### config.mk
export PLATFORM = sky130hd
export DESIGN_NAME = wifi_frame_type_counter_with_hop
export DESIGN_NICKNAME = d
export VERILOG_FILES = /design/src/rtl/wftc_pkg.sv /design/src/rtl/wifi_frame_type_counter_with_hop.sv
export SDC_FILE = /design/constraint.sdc
export NUM_CORES = 1
export LEC_CHECK = 0
export BUFFER_PORTS_ARGS = -buffer_cell sky130_fd_sc_hd__buf_2
export CAP_MARGIN = 20
export CELL_PAD_IN_SITES_DETAIL_PLACEMENT = 0
export CELL_PAD_IN_SITES_GLOBAL_PLACEMENT = 1
export CORE_MARGIN = 1
export CORE_UTILIZATION = 48
export DETAILED_ROUTE_END_ITERATION = 6
export PLACE_DENSITY = 0.84
export SLEW_MARGIN = 20
export SYNTH_ARGS = -nofsm -noshare
export SYNTH_HDL_FRONTEND = slang
export SYNTH_SLANG_ARGS = --single-unit
### constraint.sdc
create_clock -name clock -period 19.1 [get_ports clock]
set_input_delay 5.73 -clock clock [delete_from_list [all_inputs] [get_ports clock]]
set_output_delay 5.73 -clock clock [all_outputs]
set_load 0.01 [all_outputs]
### src/rtl/wftc_pkg.sv
// types, constants and classification function for the frame type counter
package wftc_pkg;

   localparam int CNT_NUM     = 6;
   localparam int CNT_W       = 32;
   localparam int CHAN_W      = 4;
   localparam int DWELL_W     = 16;
   localparam int CSR_IDX_W   = 2;
   localparam int CSR_DATA_W  = 16;
   localparam int SLOT_W      = 3;

   // counter slots
   localparam logic [SLOT_W-1:0] SLOT_TOTAL  = 3'd0;
   localparam logic [SLOT_W-1:0] SLOT_BEACON = 3'd1;
   localparam logic [SLOT_W-1:0] SLOT_PROBE  = 3'd2;
   localparam logic [SLOT_W-1:0] SLOT_DEAUTH = 3'd3;
   localparam logic [SLOT_W-1:0] SLOT_DATA   = 3'd4;
   localparam logic [SLOT_W-1:0] SLOT_OTHER  = 3'd5;

   // frame control type and subtype codes
   localparam logic [1:0] TYPE_MGMT          = 2'h0;
   localparam logic [1:0] TYPE_DATA          = 2'h2;
   localparam logic [3:0] SUBTYPE_BEACON     = 4'h8;
   localparam logic [3:0] SUBTYPE_PROBE_REQ  = 4'h4;
   localparam logic [3:0] SUBTYPE_PROBE_RESP = 4'h5;
   localparam logic [3:0] SUBTYPE_DEAUTH     = 4'hC;

   localparam logic [11:0] MIN_FRAME_LEN = 12'd2;

   // reset values of the registers
   localparam logic [CHAN_W-1:0]  FIRST_CHAN_RST = 4'd1;
   localparam logic [CHAN_W-1:0]  LAST_CHAN_RST  = 4'd13;
   localparam logic [DWELL_W-1:0] DWELL_RST      = 16'd500;

   typedef enum logic [1:0] {
      CMD_FRAME = 2'd0,
      CMD_TICK  = 2'd1,
      CMD_SHORT = 2'd2,
      CMD_LONG  = 2'd3
   } cmd_type;

   typedef enum logic [CSR_IDX_W-1:0] {
      CSR_FIRST_CHAN = 2'd0,
      CSR_LAST_CHAN  = 2'd1,
      CSR_DWELL      = 2'd2
   } csr_idx_type;

   typedef struct packed {
      logic [1:0]  command;
      logic [7:0]  frame_control;
      logic [11:0] frame_length;
      logic        is_misc;
   } req_type;

   typedef struct packed {
      logic [CNT_W-1:0]  total_count;
      logic [CNT_W-1:0]  beacon_count;
      logic [CNT_W-1:0]  probe_count;
      logic [CNT_W-1:0]  deauth_count;
      logic [CNT_W-1:0]  data_frame_count;
      logic [CNT_W-1:0]  other_count;
      logic [CHAN_W-1:0] channel;
      logic              hop_on;
      logic              channel_changed;
   } rsp_type;

   function automatic logic [SLOT_W-1:0] classify(input logic [7:0] fc);
      logic [1:0]        ftype;
      logic [3:0]        sub;
      logic [SLOT_W-1:0] slot;
      ftype = fc[3:2];
      sub   = fc[7:4];
      slot  = SLOT_OTHER;
      if (ftype == TYPE_MGMT) begin
         if (sub == SUBTYPE_BEACON) begin
            slot = SLOT_BEACON;
         end else if (sub == SUBTYPE_PROBE_REQ || sub == SUBTYPE_PROBE_RESP) begin
            slot = SLOT_PROBE;
         end else if (sub == SUBTYPE_DEAUTH) begin
            slot = SLOT_DEAUTH;
         end
      end else if (ftype == TYPE_DATA) begin
         slot = SLOT_DATA;
      end
      return slot;
   endfunction

endpackage

### src/rtl/wifi_frame_type_counter_with_hop.sv
// frame type statistics counter with dwell based channel hopping
//
// Usage: each request on req_payload is one event (received frame, 1 ms tick,
// short press or long press). Every request gives exactly one result on
// rsp_payload: all six frame counters, the current channel, the hop enable
// and a flag set when this request moved the channel.
// A request is taken when req_valid is high and req_stall is low; a result is
// taken when rsp_valid is high and rsp_stall is low.
// Results are registered in the output entry, or in the skid entry if occupied.
// Throughput: one request per cycle while req_stall is low; the counter, dwell
// and channel update is a single pass of logic into the state registers.
// A two-entry result buffer (output register plus skid register) lets the
// block take requests while a result waits; req_stall rises only when both
// entries hold results the receiver has not taken.
// The csr_ port writes first channel, last channel and dwell length; write it
// only while the block is idle. Writes never move the current channel.
// Reset (synchronous): counters clear, channel 1, hopping on, dwell count 0,
// registers return to 1, 13 and 500, and both result entries empty.
module wifi_frame_type_counter_with_hop
   import wftc_pkg::*;
(
   input  logic                  clock,
   input  logic                  reset,
   input  logic                  req_valid,
   output logic                  req_stall,
   input  req_type               req_payload,
   output logic                  rsp_valid,
   input  logic                  rsp_stall,
   output rsp_type               rsp_payload,
   input  logic                  csr_write_en,
   input  logic [CSR_IDX_W-1:0]  csr_index,
   input  logic [CSR_DATA_W-1:0] csr_wdata
);

   logic [CHAN_W-1:0]  first_chan_ff;
   logic [CHAN_W-1:0]  last_chan_ff;
   logic [DWELL_W-1:0] dwell_ff;

   logic [CNT_W-1:0]   cnt_ff [CNT_NUM];
   logic [CNT_W-1:0]   cnt_in [CNT_NUM];
   logic [CHAN_W-1:0]  chan_ff, chan_in;
   logic               hop_ff, hop_in;
   logic [DWELL_W-1:0] elapsed_ff, elapsed_in;

   logic               out_valid_ff, out_valid_in;
   rsp_type            out_ff, out_in;
   logic               skid_valid_ff, skid_valid_in;
   rsp_type            skid_ff, skid_in;

   logic               req_fire;
   logic               rsp_fire;
   logic [CHAN_W-1:0]  chan_step;
   logic [DWELL_W-1:0] elapsed_inc;
   logic [SLOT_W-1:0]  slot;
   rsp_type            result;

   assign req_stall   = skid_valid_ff;
   assign req_fire    = req_valid && !skid_valid_ff;
   assign rsp_valid   = out_valid_ff;
   assign rsp_payload = out_ff;
   assign rsp_fire    = out_valid_ff && !rsp_stall;

   assign chan_step   = (chan_ff >= last_chan_ff) ? first_chan_ff : chan_ff + 4'd1;
   assign elapsed_inc = (elapsed_ff == {DWELL_W{1'b1}}) ? elapsed_ff : elapsed_ff + 16'd1;
   assign slot        = classify(req_payload.frame_control);

   // configuration registers
   always_ff @(posedge clock) begin
      if (reset) begin
         first_chan_ff <= FIRST_CHAN_RST;
         last_chan_ff  <= LAST_CHAN_RST;
         dwell_ff      <= DWELL_RST;
      end else if (csr_write_en) begin
         case (csr_index)
            CSR_FIRST_CHAN: first_chan_ff <= csr_wdata[CHAN_W-1:0];
            CSR_LAST_CHAN:  last_chan_ff  <= csr_wdata[CHAN_W-1:0];
            CSR_DWELL:      dwell_ff      <= csr_wdata;
            default: begin
            end
         endcase
      end
   end

   // event processing
   always_comb begin
      for (int i = 0; i < CNT_NUM; i++) begin
         cnt_in[i] = cnt_ff[i];
      end
      chan_in    = chan_ff;
      hop_in     = hop_ff;
      elapsed_in = elapsed_ff;
      if (req_fire) begin
         case (req_payload.command)
            CMD_FRAME: begin
               if (!req_payload.is_misc && req_payload.frame_length >= MIN_FRAME_LEN) begin
                  cnt_in[SLOT_TOTAL] = cnt_ff[SLOT_TOTAL] + 32'd1;
                  cnt_in[slot]       = cnt_ff[slot] + 32'd1;
               end
            end
            CMD_TICK: begin
               elapsed_in = elapsed_inc;
               if (hop_ff && elapsed_inc >= dwell_ff) begin
                  chan_in    = chan_step;
                  elapsed_in = '0;
               end
            end
            CMD_SHORT: begin
               if (hop_ff) begin
                  hop_in = 1'b0;
               end else begin
                  chan_in = chan_step;
               end
            end
            CMD_LONG: begin
               for (int i = 0; i < CNT_NUM; i++) begin
                  cnt_in[i] = '0;
               end
               hop_in = 1'b1;
            end
            default: begin
            end
         endcase
      end
   end

   always_comb begin
      result.total_count      = cnt_in[SLOT_TOTAL];
      result.beacon_count     = cnt_in[SLOT_BEACON];
      result.probe_count      = cnt_in[SLOT_PROBE];
      result.deauth_count     = cnt_in[SLOT_DEAUTH];
      result.data_frame_count = cnt_in[SLOT_DATA];
      result.other_count      = cnt_in[SLOT_OTHER];
      result.channel          = chan_in;
      result.hop_on           = hop_in;
      result.channel_changed  = (chan_in != chan_ff);
   end

   // two-entry result buffer
   always_comb begin
      out_valid_in  = out_valid_ff;
      out_in        = out_ff;
      skid_valid_in = skid_valid_ff;
      skid_in       = skid_ff;
      if (skid_valid_ff) begin
         if (rsp_fire) begin
            out_in        = skid_ff;
            skid_valid_in = 1'b0;
         end
      end else if (req_fire) begin
         if (!out_valid_ff || rsp_fire) begin
            out_in       = result;
            out_valid_in = 1'b1;
         end else begin
            skid_in       = result;
            skid_valid_in = 1'b1;
         end
      end else if (rsp_fire) begin
         out_valid_in = 1'b0;
      end
   end

   always_ff @(posedge clock) begin
      if (reset) begin
         for (int i = 0; i < CNT_NUM; i++) begin
            cnt_ff[i] <= '0;
         end
         chan_ff       <= FIRST_CHAN_RST;
         hop_ff        <= 1'b1;
         elapsed_ff    <= '0;
         out_valid_ff  <= 1'b0;
         skid_valid_ff <= 1'b0;
      end else begin
         for (int i = 0; i < CNT_NUM; i++) begin
            cnt_ff[i] <= cnt_in[i];
         end
         chan_ff       <= chan_in;
         hop_ff        <= hop_in;
         elapsed_ff    <= elapsed_in;
         out_valid_ff  <= out_valid_in;
         skid_valid_ff <= skid_valid_in;
      end
   end

   always_ff @(posedge clock) begin
      out_ff  <= out_in;
      skid_ff <= skid_in;
   end

   // skid entry is only used behind a waiting output entry
   a_skid_behind_out: assert property (@(posedge clock) disable iff (reset)
      skid_valid_ff |-> out_valid_ff)
      else $error("skid entry valid with empty output entry");

   // long press clears counters (total, other checked) and turns hopping on
   a_long_clears: assert property (@(posedge clock) disable iff (reset)
      (req_fire && req_payload.command == CMD_LONG) |=>
         (cnt_ff[SLOT_TOTAL] == '0 && cnt_ff[SLOT_OTHER] == '0 && hop_ff))
      else $error("long press did not clear counters");

   // short press while hopping only locks the channel
   a_short_locks: assert property (@(posedge clock) disable iff (reset)
      (req_fire && req_payload.command == CMD_SHORT && hop_ff) |=>
         (!hop_ff && $stable(chan_ff)))
      else $error("short press while hopping moved the channel");

   // a request taken with the output free lands in the output entry
   a_result_next: assert property (@(posedge clock) disable iff (reset)
      (req_fire && (!out_valid_ff || rsp_fire)) |=> out_valid_ff)
      else $error("result missing one cycle after request");

endmodule

Yosys cells after proc, flatten, opt, wreduce, memory -nomap -nowiden
Memories as Yosys holds them, arrays and structs flattened.
Cells that the tools add are included.
W data, S select, Z words.
- input port bits: 46
- memories kept: 1
- memory bits (writable): 192
- register bits after elaboration: 443
- memory list (name ; words ; bits a word ; read ports ; clocked after Yosys merged registers in ; write ports ; line ; source):
    cnt_ff ; 6 ; 32 ; 7 ; 0 ; 6 ; wifi_frame_type_counter_with_hop.sv:39 ; logic [CNT_W-1:0] cnt_ff [CNT_NUM];
- magnitude comparators: 5
- reduce and logical (&&, ||, !) cells: 24
- eq/ne operators: 14
- muxes and demuxes: 40
- add/subtract/negate cells: 4
- bitwise operators: 9
- operators with widths (kind ; number):
    $mux W198 ; 4
    $mux W192 ; 2
    $pmux W192 S2 ; 1
    $mux W32 ; 7
    $bwmux W192 ; 1
    $demux W32 S3 ; 1
    $add A32 B1 Y32 const B ; 2
    $mux W16 ; 2
    $add A16 B1 Y16 const B ; 1
    $eq A16 B16 Y1 const B ; 1
    $ge A16 B16 Y1 ; 1
    $mux W4 ; 4
    $ge A12 B2 Y1 const B ; 1
    $mux W1 ; 12
    $mux W3 ; 4
    $reduce_and A3 Y1 ; 3
    $eq A2 B2 Y1 const B ; 4
    $eq A4 B3 Y1 const B ; 2
    $eq A4 B4 Y1 const B ; 2
    $pmux W4 S2 ; 1
    $reduce_and A2 Y1 ; 4
    $logic_not A2 Y1 ; 3
    $or A1 B1 Y1 ; 6
    $reduce_bool A2 Y1 ; 3
    other kinds (13) ; 24

Longest topological paths before layout
Gate-level depths: netlist (run 1).
- word-level depth: 17
- gate-level depth with buffers: 18
- gate-level depth less buffers: 17

Worst setup path before layout (run 1)
OpenSTA, ideal clock, no wires.
- path type: in2reg
- from: input req_valid
- to: register out_ff, in the netlist rsp_payload[0], enable pin
- arrival time: 15.647 ns
- slack: 2.630 ns
- buffers on the path: 1
- cell stages on the path: 4
- cells stage by stage: nor2b_1 > clkbuf_1 > a21oi_1 > a21oi_1
- longest elaborated chain between the ends: 3
- RTL lines (item ; line ; source):
    from (decl) ; wifi_frame_type_counter_with_hop.sv:24 ; input logic req_valid,
    $logic_and A1 B1 Y1 ; wifi_frame_type_counter_with_hop.sv:58 ; assign req_fire = req_valid && !skid_valid_ff;
    $reduce_bool A2 Y1 (no source line) ; -- ;
    $reduce_and A3 Y1 (no source line) ; -- ;
    to (signal assigned) ; wifi_frame_type_counter_with_hop.sv:185 ; out_ff <= out_in;
    to (decl) ; wifi_frame_type_counter_with_hop.sv:46 ; rsp_type out_ff, out_in;
No other way between the ends.
A chain may end at the register's enable or synchronous reset.

==> results.toml, run 1 <==
[status]
status = "finished, final reports clean"

[clock_network]
cts.sinks = 635
ctsResizeCount = 0
clk_pin_slew_ns = 0.06
clk_latency_ns = 0.62
root_buffer = "clkbuf_16"
numCtsBuffers = 66
cts_tree = "yes"
ctsHoldBuffers = 0
cts_max_level = 3
clock_path_buffers = 3
post_cts_buffers = 0

[place]
dp_hpwl_um = 50700
pre_cts_ws_ns = 8.39
place_congestion = 0.938
io_buffers = 242

[die]
die_w_um = 244
die_y_um = 244
ios = 246
core-area_um2 = 57700
dieArea_um2 = 59300
start_util = 0.486
floorplan.rows = 88

[synthesis]
synthAdderAreaFrac = 0.0121
ys_ff_latch = 635
synthMuxAreaShare = 0.0572
netlist_area_um2 = 28000
synth_edf_count = 396
synth_cell_type_count = 74
async_flop_share = 0
seq_area_frac_synth = 0.595
synth_compound_area_frac = 0.137
synth_xor_area_frac = 0.0108
synthesis.yosys.warnings = 0
ys.flop_type = "edfxtp_1"
synth-simple-area-share = 0.160
avgSynthCellArea_um2 = 11.0
synth_top_family_by_area = "simple AND/OR/NAND/NOR gates"
synthesis.nets = 2623
postSynthCellCount = 2550

[cells_and_area]
mostFrequentLayoutCell = "edfxtp_1"
fin_nets = 2811
areaGrowthSynthToFinish_pct = 14.2
final_cell_mix = "edfxtp_1 (396), nand2_1 (346), buf_2 (241)"
drive_gt1_frac = 0.189
antenna_cells = 0
post-route-util = 0.555

[detailed_routing]
wl_per_cell_um = 21.8
routed_wirelength_um = 77500
via_per_inst = 5.93
drc_errors = 0
firstDrtPassIters = 6
ant_nets = 0
drt_iter0_markers = 1854
via_count = 21100

[grt]
antenna_found_initial = 3
grt_overflow = 0
grt_pass1_vias = 20300
grt_pass1_wl_um = 118000
grt_max_degree = 162
grt_util_all_layers = 0.258

[hold_path]
hold_path.class = "reg2reg"
worstHoldStart = "dwell_ff[13]$_SDFFE_PP0P_"
holdPathEnd = "dwell_ff[13]$_SDFFE_PP0P_"
min_delay_path_depth = 2

[worst_setup_path]
r2r-start = "req_stall$_SDFF_PP0_"
endpoint_kind = "flip-flop"
rr_endpoint = "rsp_payload[6]$_DFFE_PP_"
crit_type = "in2reg"
r2r_slack_ns = 14.22
cp-start-kind = "primary input"
critical_path_arrival_ns = 10.54
crit_required_ns = 19.37
ff2ff_path_depth = 9
path_max_fanout = 26

[timing]
hold_viol = 0
slew_violations = 0
post-route-period-util = 0.537
rsz0062_at_grt = "false"
max_slew_margin = 0.231
setup_viol = 0
skew_ns = 0.0340
fin_crit_ns = 10.26
tightest_slew_ns = 1.15
fin_setup_tns_ns = 0
worst_slack_ns = 8.84
fmax_mhz = 97.4

[flow_run]
maxCapViolCount = 0

[pwr]
peakVddDrop_uv = 60.9
power.leakage_nw = 12.5
p_per_area_nw_per_um2 = 92.8
==> stage by stage <==
| step | cells | cell area, um^2 | power, mW | hold slack, ns |
|---|---|---|---|---|
| final | 3553 | 32000 | 2.97 | 0.458 |
| after global routing | 3553 | 32000 | 3.07 | 0.481 |
| after CTS | 3552 | 32000 | 2.99 | 0.456 |
| after detailed placement | 3434 | 29900 | 1.74 | 0.447 |
| after global placement | 3434 | 29900 | 1.74 | 0.446 |
| after floorplan | 2550 | 28000 | 1.67 | 0.436 |
==> synth_stat cells (all sizes together) (14+ instances only) <==
cell type	instances	area (um^2)
nand3	68	345
nand2	348	1310
edfxtp	396	11900
and2	121	757
nor4	34	319
clkbuf	130	488
a22o	61	534
o211ai	44	330
inv	52	195
o22ai	22	138
mux2	114	1280
nor2	158	596
xnor2	21	191
nand2b	15	93.8
a31oi	51	319
nor3	27	155
mux2i	32	320
dfxtp	239	4780
ha	27	338
and3	33	206
nand4	20	140
o21ai	168	841
or3	27	169
buf	22	110
a21oi	144	724
a211oi	14	105
o31ai	14	105
==> power by group <==
group          leakage (nW)  switching [mW]  internal, mW
Clock                  1.01           0.529         0.727
Sequential             6.00          0.0151          1.50
Combinational          5.52           0.144        0.0587
==> routing by layer <==
metal  GRT usage  wire length [um]  vias up  part of all wire
li1            -                 -     9773                 -
met1       0.344             32400    10300              0.42
met2       0.417             36500      823              0.47
met3      0.0442              5850      160             0.075
met4       0.106              2720        4             0.035
met5           0                27        -           0.00035
==> worst max-delay path by stage <==
stage	cells past startpoint	endpoint	start	slack (ns)
6_report	16	rsp_payload[88]$_DFFE_PP_	req_payload[19]	8.84
5_1_grt	16	rsp_payload[88]$_DFFE_PP_	req_payload[15]	8.74
4_1_cts	12	rsp_payload[60]$_DFFE_PP_	req_payload[19]	9.01
3_5_place_dp	12	rsp_payload[60]$_DFFE_PP_	req_payload[19]	8.39
3_3_place_gp	16	rsp_payload[88]$_DFFE_PP_	req_payload[19]	8.45
2_1_floorplan	4	rsp_payload[0]$_DFFE_PP_	req_valid	2.63
==> state kept, by name (all words and copies together) (netlist names) <==
name and flops:
dwell_ff 16, rsp_payload 198, first_chan_ff 4, hop_ff 1, chan_ff 4, req_stall 1
rsp_valid 1, skid_ff 198, last_chan_ff 4, elapsed_ff 16, cnt_ff 192
==> layout make-up <==
| type | instances | area, um^2 |
|---|---|---|
| fillers | 4904 | 25700 |
| flip-flops and latches | 635 | 16700 |
| multi-input cells | 1711 | 10600 |
| clock buffers | 84 | 1770 |
| repair buffers | 272 | 1470 |
| well taps | 765 | 957 |
| clock inverters | 34 | 315 |
| inverters | 52 | 200 |
==> critical path, cell delays in order <==
cell	delay [ns]
buf_2	0.08
buf_4	0.31
or4b_4	0.69
nand2_1	0.11
buf_4	0.37
nand2_1	0.10
a31o_2	0.24
inv_1	0.13
ha_1	0.21
inv_1	0.06
or3b_2	0.53
nor3_1	0.50
nand3_1	0.23
nor2_1	0.19
xor2_1	0.72
o21ai_0	0.31
==> cells by family (layout without fill, tap and decap cells) <==
group / after synthesis / in the layout
simple gates: 901 / 901
flops: 635 / 635
compound gates: 605 / 605
buf+inv: 204 / 442
mux: 146 / 146
xor+xnor: 32 / 32
fa+ha+maj: 27 / 27
Power figures use the tool's default switching activity.
==> run 2: changes to the inputs <==
==> constraint.sdc (replaced) <==
create_clock -name clock -period 9.7 [get_ports clock]
set_input_delay 2.91 -clock clock [delete_from_list [all_inputs] [get_ports clock]]
set_output_delay 2.91 -clock clock [all_outputs]
set_load 0.01 [all_outputs]
==> results.toml, run 2 (synthesis results as in run 1) <==
[status]
status = "finished, final reports clean"

[timing]
skew_ns = 0.0255
tightest_slew_ns = 1.11
hold_viol = 0
max_slew_margin = 0.255
slew_violations = 0
fin_setup_tns_ns = 0
fmax_mhz = 137
worst_slack_ns = 2.38
rsz0062_at_grt = "false"
setup_viol = 0
fin_crit_ns = 7.32
post-route-period-util = 0.755

[detailed_routing]
routed_wirelength_um = 79300
via_per_inst = 5.97
drt_iter0_markers = 1916
via_count = 21300
drc_errors = 0
ant_nets = 0
firstDrtPassIters = 6
wl_per_cell_um = 22.3

[die]
die_w_um = 244
ios = 246
start_util = 0.486
floorplan.rows = 88
dieArea_um2 = 59300
die_y_um = 244
core-area_um2 = 57700

[cells_and_area]
fin_area_um2 = 32200
drive_gt1_frac = 0.194
antenna_cells = 0
areaGrowthSynthToFinish_pct = 15.0
mostFrequentLayoutCell = "edfxtp_1"
final_cell_mix = "edfxtp_1 (396), nand2_1 (347), buf_2 (241)"
fin_nets = 2817

[pwr]
switching_power_mw = 1.41
p_int_mw = 4.61
finalPower_mw = 6.02
p_seq_frac = 0.494
p_sw_frac = 0.235
p_per_area_nw_per_um2 = 187
p_comb_frac = 0.067
power.leakage_nw = 12.6
peakVddDrop_uv = 119
pwr-share-clk = 0.439

[place]
place_congestion = 0.899
io_buffers = 242
dp_hpwl_um = 51600
placed_area_um2 = 29900
pre_cts_ws_ns = 1.89

[grt]
grt_pass1_vias = 20300
grt_util_all_layers = 0.262
grt_pass1_wl_um = 120000
grt_overflow = 0
antenna_found_initial = 1
grt_max_degree = 162

[clock_network]
clk_latency_ns = 0.62
post_cts_buffers = 0
clock_path_buffers = 3
cts.sinks = 635
cts_max_level = 3
ctsHoldBuffers = 0
numCtsBuffers = 67
root_buffer = "clkbuf_16"
clk_pin_slew_ns = 0.06
ctsResizeCount = 0
cts_tree = "yes"

[worst_setup_path]
crit_required_ns = 9.98
path_max_fanout = 15
cp-start-kind = "primary input"
crit_type = "in2reg"
critical_path_arrival_ns = 7.60
endpoint_kind = "flip-flop"
ff2ff_path_depth = 9

[hold_path]
min_delay_path_depth = 2
hold_path.class = "reg2reg"

[flow_run]
maxCapViolCount = 0
-- run 2: changes by cell type in the layout (fill, tap and decap cells not counted), sizes merged --
cell | before | now
clkinv | 20 | 26
bufinv | 5 | 8
clkbuf | 84 | 81
inv | 55 | 57
clkinvlp | 6 | 5
buf | 272 | 276
-- run 2: path summary, 6_finish.rpt --
| path | startpoint | to | slack [ns] |
|---|---|---|---|
| setup / recovery | req_payload[15] | rsp_payload[88]$_DFFE_PP_ | 2.38 |
| hold / removal | dwell_ff[9]$_SDFFE_PP0P_ | dwell_ff[9]$_SDFFE_PP0P_ | 0.46 |
| setup reg to reg | req_stall$_SDFF_PP0_ | rsp_payload[20]$_DFFE_PP_ | 4.84 |
| hold reg to reg | dwell_ff[9]$_SDFFE_PP0P_ | dwell_ff[9]$_SDFFE_PP0P_ | 0.46 |
-- run 2: worst max-delay path, stage by stage --
cell	delay (ns)
buf_2	0.22
or3_1	0.49
or3_1	0.60
o221ai_1	0.25
a31o_2	0.25
inv_1	0.11
ha_1	0.23
inv_1	0.07
or3b_2	0.53
nor3_1	0.49
nand3_1	0.20
nor2_1	0.21
xor2_1	0.72
o21ai_0	0.31
-- run 2: routing by layer --
| layer | up-vias | share of wire | track usage | routed length [um] |
|---|---|---|---|---|
| met5 | - | 0 | 0 | 0 |
| met4 | 0 | 0.038 | 0.109 | 2990 |
| met3 | 178 | 0.077 | 0.0358 | 6090 |
| met2 | 906 | 0.47 | 0.423 | 37300 |
| met1 | 10400 | 0.41 | 0.356 | 32900 |
| li1 | 9824 | - | - | - |
-- run 2: area by class of cell --
type | count | area, um^2
inverters | 52 | 200
repair buffers | 277 | 1510
flip-flops and latches | 635 | 16700
clock inverters | 44 | 478
multi-input cells | 1711 | 10600
clock buffers | 80 | 1790
well taps | 765 | 957
fillers | 4900 | 25500
-- run 2: through the flow --
step	hold slack, ns	cells	utilization
3_3_place_gp	0.445	3438	0.519
2_1_floorplan	0.436	2550	-
6_report	0.455	3564	0.559
5_1_grt	0.480	3564	0.559
4_1_cts	0.459	3562	0.558
3_5_place_dp	0.452	3438	0.519
-- run 2: power groups by stage --
stage / clock (mW) / combinational [mW] / sequential (mW)
after detailed placement: 0 / 0.396 / 3.03
after global routing: 2.79 / 0.431 / 2.98
after floorplan: 0 / 0.202 / 3.07
after global placement: 0 / 0.392 / 3.03
after CTS: 2.69 / 0.398 / 2.98
final: 2.64 / 0.402 / 2.98
